===== src/rtl/core/spcf_pkg.sv =====
package spcf_pkg;

  // crc-16 reflected polynomial and seed
  localparam logic [15:0] CRC_POLY = 16'h8408;
  localparam logic [15:0] CRC_INIT = 16'hFFFF;

  // packet header bytes
  localparam logic [7:0] HDR_COMMAND = 8'hC0;
  localparam logic [7:0] HDR_DATA    = 8'h3F;

  // results one transaction can produce
  localparam int unsigned MAX_RESULTS = 5;
  localparam int unsigned RES_CNT_W   = $clog2(MAX_RESULTS + 1);
  localparam int unsigned RES_IDX_W   = $clog2(MAX_RESULTS);

  // result counts per kind of transaction
  localparam logic [RES_CNT_W-1:0] CNT_NONE    = RES_CNT_W'(0);
  localparam logic [RES_CNT_W-1:0] CNT_ONE     = RES_CNT_W'(1);
  localparam logic [RES_CNT_W-1:0] CNT_TWO     = RES_CNT_W'(2);
  localparam logic [RES_CNT_W-1:0] CNT_THREE   = RES_CNT_W'(3);
  localparam logic [RES_CNT_W-1:0] CNT_TRAILER = RES_CNT_W'(2);

  // held byte fill levels in check mode
  localparam logic [1:0] HELD_EMPTY = 2'd0;
  localparam logic [1:0] HELD_ONE   = 2'd1;
  localparam logic [1:0] HELD_FULL  = 2'd2;

  typedef enum logic [1:0] {
    FUNC_CMD   = 2'd0,
    FUNC_DATA  = 2'd1,
    FUNC_CHECK = 2'd2,
    FUNC_NONE  = 2'd3
  } func_t;

  typedef enum logic {
    KIND_BYTE    = 1'b0,
    KIND_VERDICT = 1'b1
  } kind_t;

  // one byte step of the reflected crc, eight shift steps
  function automatic logic [15:0] crc_byte(input logic [15:0] crc, input logic [7:0] b);
    logic [15:0] c;
    c = crc ^ {8'h00, b};
    for (int k = 0; k < 8; k++) begin
      c = c[0] ? ((c >> 1) ^ CRC_POLY) : (c >> 1);
    end
    return c;
  endfunction

  // crc after the fixed header byte of a fresh packet
  localparam logic [15:0] CRC_AFTER_CMD_HDR  = crc_byte(CRC_INIT, HDR_COMMAND);
  localparam logic [15:0] CRC_AFTER_DATA_HDR = crc_byte(CRC_INIT, HDR_DATA);

  typedef struct packed {
    func_t      func;
    logic       first;
    logic       last;
    logic [7:0] data_byte;
    logic [7:0] control_bits;
    logic [3:0] cmd_length;
    logic       crc_enable;
  } item_t;

  typedef struct packed {
    logic [15:0] crc;
    logic [7:0]  held0;
    logic [7:0]  held1;
    logic [1:0]  held_count;
  } state_t;

  typedef struct packed {
    logic [RES_CNT_W-1:0]        count;
    kind_t                       kind;
    logic                        ok;
    logic [MAX_RESULTS-1:0][7:0] bytes;
  } step_t;

endpackage


===== src/rtl/core/spcf_step.sv =====
module spcf_step
  import spcf_pkg::*;
(
  input  item_t  item,
  input  state_t state,
  output state_t state_next,
  output step_t  res
);

  logic [15:0] crc_base;
  logic [15:0] crc_pre_data;
  logic [15:0] crc_post_data;
  logic [7:0]  ctl_byte;
  logic        trailer;
  logic [1:0]  held_base;
  logic [15:0] chk_crc;
  logic [7:0]  chk_held0;
  logic [7:0]  chk_held1;
  logic [1:0]  chk_count;
  logic        chk_ok;

  // framing: crc over header, control and payload bytes
  assign crc_base = item.first ? CRC_INIT : state.crc;
  assign ctl_byte = item.control_bits | {4'b0000, item.cmd_length};
  assign trailer  = item.last && item.crc_enable;

  always_comb begin
    if (item.first && item.func == FUNC_CMD) begin
      crc_pre_data = crc_byte(CRC_AFTER_CMD_HDR, ctl_byte);
    end else if (item.first) begin
      crc_pre_data = CRC_AFTER_DATA_HDR;
    end else begin
      crc_pre_data = state.crc;
    end
  end

  assign crc_post_data = crc_byte(crc_pre_data, item.data_byte);

  // check: delay the crc by two bytes so the trailer stays out of it
  assign held_base = item.first ? HELD_EMPTY : state.held_count;

  always_comb begin
    chk_crc   = crc_base;
    chk_held0 = state.held0;
    chk_held1 = state.held1;
    chk_count = HELD_FULL;
    if (held_base[1]) begin
      chk_crc   = crc_byte(crc_base, state.held0);
      chk_held0 = state.held1;
      chk_held1 = item.data_byte;
    end else if (held_base == HELD_EMPTY) begin
      chk_held0 = item.data_byte;
      chk_count = HELD_ONE;
    end else begin
      chk_held1 = item.data_byte;
    end
  end

  always_comb begin
    if (!item.crc_enable) begin
      chk_ok = 1'b1;
    end else if (!chk_count[1]) begin
      chk_ok = 1'b0;
    end else begin
      chk_ok = (chk_crc == {chk_held1, chk_held0});
    end
  end

  // result list and next state per function
  always_comb begin
    state_next = state;
    res.count  = CNT_NONE;
    res.kind   = KIND_BYTE;
    res.ok     = 1'b0;
    res.bytes  = '0;
    unique case (item.func) inside
      FUNC_CMD, FUNC_DATA: begin
        state_next.crc = crc_post_data;
        if (item.first && item.func == FUNC_CMD) begin
          res.bytes[0] = HDR_COMMAND;
          res.bytes[1] = ctl_byte;
          res.bytes[2] = item.data_byte;
          res.bytes[3] = crc_post_data[7:0];
          res.bytes[4] = crc_post_data[15:8];
          res.count    = CNT_THREE;
        end else if (item.first) begin
          res.bytes[0] = HDR_DATA;
          res.bytes[1] = item.data_byte;
          res.bytes[2] = crc_post_data[7:0];
          res.bytes[3] = crc_post_data[15:8];
          res.count    = CNT_TWO;
        end else begin
          res.bytes[0] = item.data_byte;
          res.bytes[1] = crc_post_data[7:0];
          res.bytes[2] = crc_post_data[15:8];
          res.count    = CNT_ONE;
        end
        if (trailer) begin
          res.count = res.count + CNT_TRAILER;
        end
      end
      FUNC_CHECK: begin
        state_next.crc        = chk_crc;
        state_next.held0      = chk_held0;
        state_next.held1      = chk_held1;
        state_next.held_count = chk_count;
        res.kind              = KIND_VERDICT;
        res.ok                = chk_ok;
        res.count             = item.last ? CNT_ONE : CNT_NONE;
      end
      FUNC_NONE: begin
        res.count = CNT_NONE;
      end
      default: begin
        res.count = CNT_NONE;
      end
    endcase
  end

endmodule


===== src/rtl/core/spi_packet_crc_framer.sv =====
// channel  | handshake                | payload
// in       | in_valid / in_stall      | func first last data_byte control_bits cmd_length
//          |                          | crc_enable
// out      | out_valid / out_stall    | out_byte out_last result_kind crc_ok
//
// an input transaction passes an input register, one pass of combinational
// logic, then a result buffer that emits one result per cycle unless out_stall holds it
// a transaction gives 1 to 5 results, or none
// first result is on the outputs once its transaction has left the input register for the result buffer
// reset seeds the crc with all ones, clears the held bytes, empties both stages
// a stalled output holds the buffer; the input register takes one more, then stalls
module spi_packet_crc_framer
  import spcf_pkg::*;
(
  input  logic       clk,
  input  logic       rst,
  input  logic       in_valid,
  output logic       in_stall,
  input  logic [1:0] func,
  input  logic       first,
  input  logic       last,
  input  logic [7:0] data_byte,
  input  logic [7:0] control_bits,
  input  logic [3:0] cmd_length,
  input  logic       crc_enable,
  output logic       out_valid,
  input  logic       out_stall,
  output logic [7:0] out_byte,
  output logic       out_last,
  output logic       result_kind,
  output logic       crc_ok
);

  logic                        in_full;
  item_t                       in_item;
  state_t                      state;
  state_t                      state_next;
  step_t                       step;
  logic [MAX_RESULTS-1:0][7:0] res_bytes;
  logic [RES_CNT_W-1:0]        res_count;
  logic [RES_IDX_W-1:0]        res_ptr;
  kind_t                       res_kind;
  logic                        res_ok;
  logic                        out_fire;
  logic                        res_free;
  logic                        move;

  // per transaction result list and next crc state
  spcf_step u_step (
    .item       (in_item),
    .state      (state),
    .state_next (state_next),
    .res        (step)
  );

  // output side of the result buffer
  assign out_valid   = (res_count != CNT_NONE);
  assign out_byte    = res_bytes[res_ptr];
  assign out_last    = (res_ptr == RES_IDX_W'(res_count - CNT_ONE));
  assign result_kind = res_kind;
  assign crc_ok      = res_ok;

  // handshake
  assign out_fire = out_valid && !out_stall;
  assign res_free = !out_valid || (out_fire && out_last);
  assign move     = in_full && res_free;
  assign in_stall = in_full && !res_free;

  // input register
  always_ff @(posedge clk) begin
    if (rst) begin
      in_full <= 1'b0;
    end else if (!in_stall) begin
      in_full <= in_valid;
    end
  end

  always_ff @(posedge clk) begin
    if (!in_stall && in_valid) begin
      in_item.func         <= func_t'(func);
      in_item.first        <= first;
      in_item.last         <= last;
      in_item.data_byte    <= data_byte;
      in_item.control_bits <= control_bits;
      in_item.cmd_length   <= cmd_length;
      in_item.crc_enable   <= crc_enable;
    end
  end

  // crc and held byte state
  always_ff @(posedge clk) begin
    if (rst) begin
      state.crc        <= CRC_INIT;
      state.held0      <= 8'h00;
      state.held1      <= 8'h00;
      state.held_count <= HELD_EMPTY;
    end else if (move) begin
      state <= state_next;
    end
  end

  // result buffer control
  always_ff @(posedge clk) begin
    if (rst) begin
      res_count <= CNT_NONE;
      res_ptr   <= '0;
    end else if (move) begin
      res_count <= step.count;
      res_ptr   <= '0;
    end else if (out_fire) begin
      if (out_last) begin
        res_count <= CNT_NONE;
        res_ptr   <= '0;
      end else begin
        res_ptr <= res_ptr + RES_IDX_W'(1);
      end
    end
  end

  // result buffer payload
  always_ff @(posedge clk) begin
    if (move) begin
      res_bytes <= step.bytes;
      res_kind  <= step.kind;
      res_ok    <= step.ok;
    end
  end

endmodule


===== config.mk =====
export PLATFORM = sky130hd
export DESIGN_NAME = spi_packet_crc_framer
export DESIGN_NICKNAME = d
export VERILOG_FILES = /design/src/rtl/core/spcf_pkg.sv /design/src/rtl/core/spcf_step.sv /design/src/rtl/core/spi_packet_crc_framer.sv
export SDC_FILE = /design/constraint.sdc
export NUM_CORES = 1
export LEC_CHECK = 0
export ABC_AREA = 1
export ABC_CLOCK_PERIOD_IN_PS = 5300
export BUFFER_PORTS_ARGS = -buffer_cell sky130_fd_sc_hd__buf_2
export CORE_MARGIN = 1.5
export CORE_UTILIZATION = 55
export CTS_BUF_LIST = sky130_fd_sc_hd__clkbuf_8
export DETAILED_ROUTE_END_ITERATION = 8
export PLACE_DENSITY = 0.79
export SETUP_SLACK_MARGIN = 0.15
export SYNTH_ARGS = -nofsm -noshare
export SYNTH_HDL_FRONTEND = slang
export SYNTH_SLANG_ARGS = --single-unit

===== constraint.sdc =====
create_clock -name clk -period 5.3 [get_ports clk]
set_input_delay 0.265 -clock clk [delete_from_list [all_inputs] [get_ports clk]]
set_output_delay 0.265 -clock clk [all_outputs]
set_load 0.05 [all_outputs]

==> results.md, run 1 <==
* Clock root cell: clkbuf_8
* Total Wirelength at 18900 um
* GRT Util Overall at 0.306
* Tmin final at between 3000 and 4000 ps
* Lkg Pwr at 3.28 nW
* Worst-Skew Late Latency at 390 ps
* Met1 usage at 0.409
* Antenna Nets Post-Route at 0
* Startpoint Class: flop
* WP data required at 5610 ps
* Worst reg2reg endpoint: state[30]$_SDFFE_PP1P_
* Skew final at 13.0 ps
* Failing checks: design-rule violations
* PortBufs at 41
* Remaining DRCs at 1
* F_max at 298 MHz
* Die X at 112 um
* Place WS at 2000 ps
* Critical path class: flop to flop
* Most used routing layer: met2
* Initial core utilization at 0.570
* Adder-cell share of the synthesized area at 0.00760
* Core footprint at 11600 um2
* Yosys warns at 0
* Vias in the first global route at between 5000 and 6000
* Antenna violations before repair at 0
* Synth Cell Area at 6590 um2
* Synth Area per Inst at just over 7 um2
* Fin crit share at 0.633
* CP Capture Type: flop
* Final TNS setup at 0 ps
* Largest net degree at the start of global routing at 44
* Final setup violation count at 0
* Crit path largest cell delay at about 630 ps
* Post-synthesis mux area share at 0
* Fin. Hold Viols at 0
* DR WL/cell at 17.3 um
* Final WS setup at about 1900 ps
* First-pass GRT wire length at around 30000 um
* Diodes inserted at 0
* RSZ-0062 raised after global routing: false
* Crit path buffers/inverters at 3
* Slowest CP cell: nand2_1
* Cts bufs inserted at 9
* DR vias at 6359
* Postcts setup bufs at 0
* Row Count at 39
* CTS tree: built
* Dpl hpwl at 13900 um
* Post-place instance area at just under 7000 um2
* Worst Path Arrival at around 3700 ps
* Crit-path cells: inv_1, ha_1, nor2_1, nor4_1, and2_1, nand2_1, a21oi_4, buf_4, nand2_1, clkinv_1, o211ai_1, o211ai_1
* Routability Congestion at 0.968
* Clock Path Buffers at 2
* Pwr/cell area at 286 nW/um2
* Area Overhead vs Synth at 8.13%
* Die Ht at 112 um
* Worst Path Max Fanout at 43
* Max Transition Viols Final at 0
* Flop-to-flop setup slack at 1940 ps
* Post-synthesis simple-gate area fraction at 0.300
* GR Overflow Total at 0
* Ys async rst share at 0
* CTS H-Tree Depth at 3
* Outcome: complete, but fails checks
* Starting DRT DRC Count at ~810
* Reg-to-Reg Start: res_count[0]$_SDFFE_PP0P_
* Cts hold-fix bufs at 0
* Reg clk slew, reported paths at around 110 ps
* Via/cell ratio at 5.82
* NumNets Final at 978
* Largest family of logic cells by synthesized area: simple AND/OR/NAND/NOR gates
* Die area at ~13000 um2
* Sink Count at 108
* PostCTS Resize Cnt at 0
* Boundary Pins at 42
* Mapped Cells at ~920
* M2 GR Usage at 0.502
* Met3 usage at 0.0400
* Hold path start: data_byte[2]
* Slew HR at 0.304
* Synth Area in Compound Gates at 0.150
* Largest delay share family, worst path: simple AND/OR/NAND/NOR gates
* Post-synthesis xor/xnor area fraction at 0.0275
* FF+latch count, synth at approximately 110
* Post-route design area at ~7000 um2
* Worst-margin pin slew at 1040 ps
* Max VDD drop at around 180 uV
* Top_reg_cell synth: edfxtp_1
* Fraction of layout cells with a size suffix above 1 at 0.0979
* Placed insts at 1077
* Reg2Reg Depth at 12
* Number of synthesized flops with an enable pin at 67
* Syn Nets at 956
* Drt pass-1 iters at 9
* Max Cap Viol at 0
* Non-Filler Instances at 1093
* HP Class: primary input to flop
* Hold EP: in_item[15]$_DFFE_PP_
* Overall Power at 2.04 mW
* Sequential-to-total area share from yosys stat at 0.430
* Synth cell types at 42
* Hold path cells at 1
-- cells by family (layout without fill, tap and decap cells) --
kind of cell | after synthesis | count (layout)
and+or+nand+nor | 472 | 472
AOI/OAI and AO/OA | 179 | 179
buffers and inverters | 141 | 168
DFF | 108 | 108
xor gates and xnor gates | 19 | 19
adders and majority gates | 4 | 4
-- layout by cell type, fill, tap and decap left out, types with 3 or more instances in the layout --
cell / n
buf_2: 41
dfxtp_1: 41
nand3_1: 76
bufinv_16: 3
clkinv_1: 3
inv_2: 3
nand4_1: 3
a221o_1: 8
o21ai_1: 4
buf_4: 9
clkbuf_8: 9
nand3b_1: 3
nor2_1: 48
o211ai_1: 8
o21ai_0: 57
xor2_1: 14
a31oi_1: 13
a21oi_1: 81
edfxtp_1: 67
nor2_2: 4
nand2_1: 318
ha_1: 4
inv_1: 95
nand2_2: 8
or2_2: 3
xnor2_1: 3
-- how the worst max path moves through the flow --
| stage | start | end | slack (ps) | depth (start not counted) |
|---|---|---|---|---|
| 6_report | res_count[0]$_SDFFE_PP0P_ | state[30]$_SDFFE_PP1P_ | 1940 | 12 |
| 5_1_grt | res_count[0]$_SDFFE_PP0P_ | state[30]$_SDFFE_PP1P_ | 1680 | 12 |
| 4_1_cts | res_count[0]$_SDFFE_PP0P_ | state[30]$_SDFFE_PP1P_ | 1970 | 12 |
| 3_5_place_dp | res_count[0]$_SDFFE_PP0P_ | state[30]$_SDFFE_PP1P_ | 2000 | 12 |
| 3_3_place_gp | res_count[0]$_SDFFE_PP0P_ | state[30]$_SDFFE_PP1P_ | 2160 | 12 |
| 2_1_floorplan | res_count[0]$_SDFFE_PP0P_ | state[18]$_SDFFE_PP1P_ | 600 | 12 |
-- final cells by class --
| type | instances | area, um2 |
|---|---|---|
| Timing Repair Buffer | 50 | 273 |
| Inverter | 102 | 385 |
| Clock inverter | 7 | 121 |
| Clock buffer | 9 | 124 |
| Sequential cell | 108 | 2830 |
| Multi-Input combinational cell | 674 | 3210 |
| Fill cell | 1078 | 4440 |
| Tap cell | 143 | 179 |
-- worst register-to-register path, cell delays in order, from the launching register on --
cell and delay [ps]:
dfxtp_1 400, inv_1 80, ha_1 300, nor2_1 40
nor4_1 250, and2_1 200, nand2_1 130, a21oi_4 140
buf_4 450, nand2_1 640, clkinv_1 400, o211ai_1 150
o211ai_1 100
-- where the power goes --
part,total (mW),internal (mW),switching [mW]
Combinational,0.438,0.129,0.309
Clock,0.608,0.317,0.291
Sequential,0.990,0.953,0.0367
-- sequential cells by signal, summed over array words and instances (netlist names) --
signal and count:
res_bytes 40, in_full 1, in_item 25, result_kind 1, state 34, crc_ok 1
res_ptr 3, res_count 3
-- cell usage after synthesis (2+ instances only) --
library cell | instances | area share
inv_1 | 95 | 0.054
clkbuf_1 | 23 | 0.013
buf_2 | 8 | 0.0061
a221o_1 | 8 | 0.012
a31oi_1 | 13 | 0.012
nand3b_1 | 3 | 0.0034
xnor2_1 | 3 | 0.0040
and2_1 | 2 | 0.0019
edfxtp_1 | 67 | 0.31
buf_1 | 5 | 0.0028
o22ai_1 | 2 | 0.0019
clkinv_1 | 3 | 0.0017
nor2_4 | 2 | 0.0034
buf_6 | 2 | 0.0034
or2_2 | 3 | 0.0028
nand2_1 | 318 | 0.18
nand2_2 | 8 | 0.0076
nor2_1 | 49 | 0.028
nand3_1 | 76 | 0.058
o211ai_1 | 8 | 0.0091
inv_2 | 3 | 0.0017
a21oi_1 | 82 | 0.062
dfxtp_1 | 41 | 0.12
a211oi_1 | 2 | 0.0023
o21ai_0 | 57 | 0.043
xor2_1 | 14 | 0.019
o21ai_1 | 4 | 0.0030
nor2_2 | 3 | 0.0028
nand4_1 | 3 | 0.0028
ha_1 | 4 | 0.0076
-- per-stage QoR --
step | hold slack [ps] | util
after floorplan | 364 | -
after global placement | 441 | 0.595
after detailed placement | 444 | 0.595
after CTS | 39.7 | 0.616
after global routing | 34.4 | 0.616
final | 41.9 | 0.616
-- routing by layer --
metal,vias to the layer above,routed length (um)
li1,3080,-
met1,2936,8180
met2,291,8680
met3,52,1390
met4,0,654
met5,-,0
(Power assumes the default switching activity.)
==> run 2, diff against run 1 <==
Settings changed: ABC_CLOCK_PERIOD_IN_PS 5300 to 3000, PLACE_DENSITY 0.79 to 0.82.
Clock period 5.3 ns to 3 ns, I/O delays scaled along.
==> run 2 against run 1 <==
The flow still finishes with violations (design-rule violations). Die area stayed put. Clock skew rose by 8.0 ps. Sequential cell count is the same. Critical path depth increased by 1. Critical path type unchanged. Critical endpoint is now state[5]$_SDFFE_PP0P_.
==> results.md, run 2 (synthesized netlist as in run 1, its figures left out) <==
* Outcome: complete, but fails checks
* Failing checks: design-rule violations
* Antenna Nets Post-Route at 0 (unchanged)
* Die area at 12600 um2 (unchanged)
* Area Overhead vs Synth at 11.9%
* CTS H-Tree Depth at 3 (unchanged)
* Commonest cells after routing, fill and taps aside: nand2_1, inv_1, a21oi_1
* Largest register FFs at 40 (unchanged)
* Commonest non-fill, non-tap cell in the layout: nand2_1
* Drt pass-1 iters at 8 (-1)
* NumNets Final at 1012 (+3.5%)
* Slew HR at 0.637 (+0.334)
* Total Wirelength at 19300 um (+2.1%)
* Antenna violations before repair at 0 (unchanged)
* Final setup violation count at 0 (unchanged)
* Reg clk slew, reported paths at 110 ps (about the same)
* PostCTS Resize Cnt at 0 (unchanged)
* Most used cell, CP: nand2_1
* Reg area at 2830 um2 (unchanged)
* Sequential Power Share at 0.520 (+0.034)
* Filler cell count at 1072 (-0.56%)
* Reg2Reg Depth at 13 (+1)
* Crit path largest cell delay at 410 ps (-220 ps)
* Postcts setup bufs at 0 (unchanged)
* Clock root cell: clkbuf_8
* CP Capture Type: flop
* Row Count at 39 (unchanged)
* GR Overflow Total at 0 (unchanged)
* F_max at 391 MHz (+31%)
* Clock share of power at 0.239 (-0.060)
* Slowest CP cell: dfxtp_1
* PortBufs at 41 (unchanged)
* Worst Path Arrival at 2890 ps (-770 ps)
* Skew final at 21.0 ps (+8.04 ps)
* Startpoint Class: flop
* Top reg by flops: res_bytes
* NetSw at 1.12 mW (+75%)
* Crit path depth at 13 (+1)
* First-pass GRT wire length at 30200 um (+1.2%)
* Final TNS setup at 0 ps (unchanged)
* Remaining DRCs at 3 (+2)
* Max VDD drop at 529 uV (+200%)
* GRT Util Overall at 0.313 (+0.00768)
* Max Cap Viol at 0 (unchanged)
* Diodes inserted at 0 (unchanged)
* Crit-path cells: inv_1, ha_1, nor2_1, nor4_1, and2_4, nand2_2, nand2_1, nand2_1, nor2_4, buf_4, nand2_1, a21oi_1, o21a_1
* WP data required at 3340 ps (-2270 ps)
* Lkg Pwr at 3.39 nW (+3.3%)
* Worst-margin pin slew at 544 ps (-500 ps)
* Core footprint at 11600 um2 (unchanged)
* Cts bufs inserted at 9 (unchanged)
* Tmin final at 2560 ps (-799 ps)
* Vias in the first global route at 5807 (+0.40%)
* Fin crit share at 0.852 (+0.219)
* Via/cell ratio at 5.72 (-1.7%)
* Boundary Pins at 42 (unchanged)
* Combinational fraction of design power at 0.240 (+0.025)
* Fin. Hold Viols at 0 (unchanged)
* RSZ-0062 raised after global routing: false
* CTS tree: built
* Clock Path Buffers at 2 (unchanged)
* Max Transition Viols Final at 0 (unchanged)
* Die X at 112 um (unchanged)
* Largest net degree at the start of global routing at 43 (-2.3%)
* Hold path cells at 3 (+2)
* Starting DRT DRC Count at 889 (+9.9%)
* Largest delay share family, worst path: simple AND/OR/NAND/NOR gates
* Routability Congestion at 1.00 (+3.3%)
* Sink Count at 108 (unchanged)
* DR vias at 6443 (+1.3%)
* Multi-input gate area at 3220 um2 (+0.31%)
* Worst-Skew Late Latency at 400 ps (about the same)
* HP Class: primary input to flop
* Pwr/cell area at 455 nW/um2 (+59%)
* Internal power at 2.24 mW (+60%)
* Worst Path Max Fanout at 23 (-47%)
* Sw Share at 0.333 (+0.0205)
* Critical path class: flop to flop
* Dpl hpwl at 14200 um (+2.6%)
* Cts hold-fix bufs at 25 (+25)
* DR WL/cell at 17.1 um (-0.98%)
* Biggest regs: res_bytes: 40 flops, state: 34 flops, in_item: 25 flops
* Crit path buffers/inverters at 2 (-1)
* Die Ht at 112 um (unchanged)
* Final core occ at 0.637 (+0.0215)
* Fraction of layout cells with a size suffix above 1 at 0.105 (+0.00678)
* Initial core utilization at 0.570 (unchanged)
-- run 2: per-stage QoR --
stage          cells  instance area, um2  setup WS, ps  total power [mW]  hold WS, ps
3_5_place_dp    1086                6960           492              2.53          329
5_1_grt         1127                7370           177              3.50         9.30
2_1_floorplan    923                6610           167              2.32          249
6_report        1127                7370           443              3.35         8.36
4_1_cts         1127                7370           453              3.34         1.94
3_3_place_gp    1086                6960           579              2.52          327
-- run 2: routing by layer --
| layer | track usage | vias up | wire length (um) |
|---|---|---|---|
| met1 | 0.429 | 2910 | 7970 |
| li1 | - | 3152 | - |
| met4 | 0.143 | 0 | 629 |
| met2 | 0.489 | 335 | 8900 |
| met5 | 0 | - | 0 |
| met3 | 0.0545 | 46 | 1810 |
-- run 2: tightest hold or removal path: cells and delay by family --
kind	cells	cell delay, ps
AND/OR/NAND/NOR	1	70
AO/OA/AOI/OAI	1	60
buffers and inverters	1	100
-- run 2: final cells by class --
| cell class | instances | share of cell area |
|---|---|---|
| clock buffers | 9 | 0.0168 |
| repair buffers | 84 | 0.0801 |
| clock inverters | 7 | 0.00577 |
| flip-flops and latches | 108 | 0.384 |
| inverters | 102 | 0.0523 |
| well taps | 143 | 0.0243 |
| multi-input cells | 674 | 0.437 |
-- run 2: worst paths after layout --
path                             start                        end  slack [ps]
min                           in_valid       in_full$_SDFFE_PP0N_           8
max reg2reg  res_count[0]$_SDFFE_PP0P_      state[5]$_SDFFE_PP0P_         440
max          res_count[0]$_SDFFE_PP0P_      state[5]$_SDFFE_PP0P_         440
min reg2reg  res_count[1]$_SDFFE_PP0P_  res_count[1]$_SDFFE_PP0P_         470
-- run 2: power by group through the flow --
| stage | Combinational [mW] | Clock, mW | Sequential, mW |
|---|---|---|---|
| CTS | 0.784 | 0.816 | 1.74 |
| detailed placement | 0.757 | 0 | 1.78 |
| global placement | 0.747 | 0 | 1.77 |
| global route | 0.879 | 0.868 | 1.75 |
| finish | 0.805 | 0.803 | 1.74 |
| floorplan | 0.559 | 0 | 1.76 |
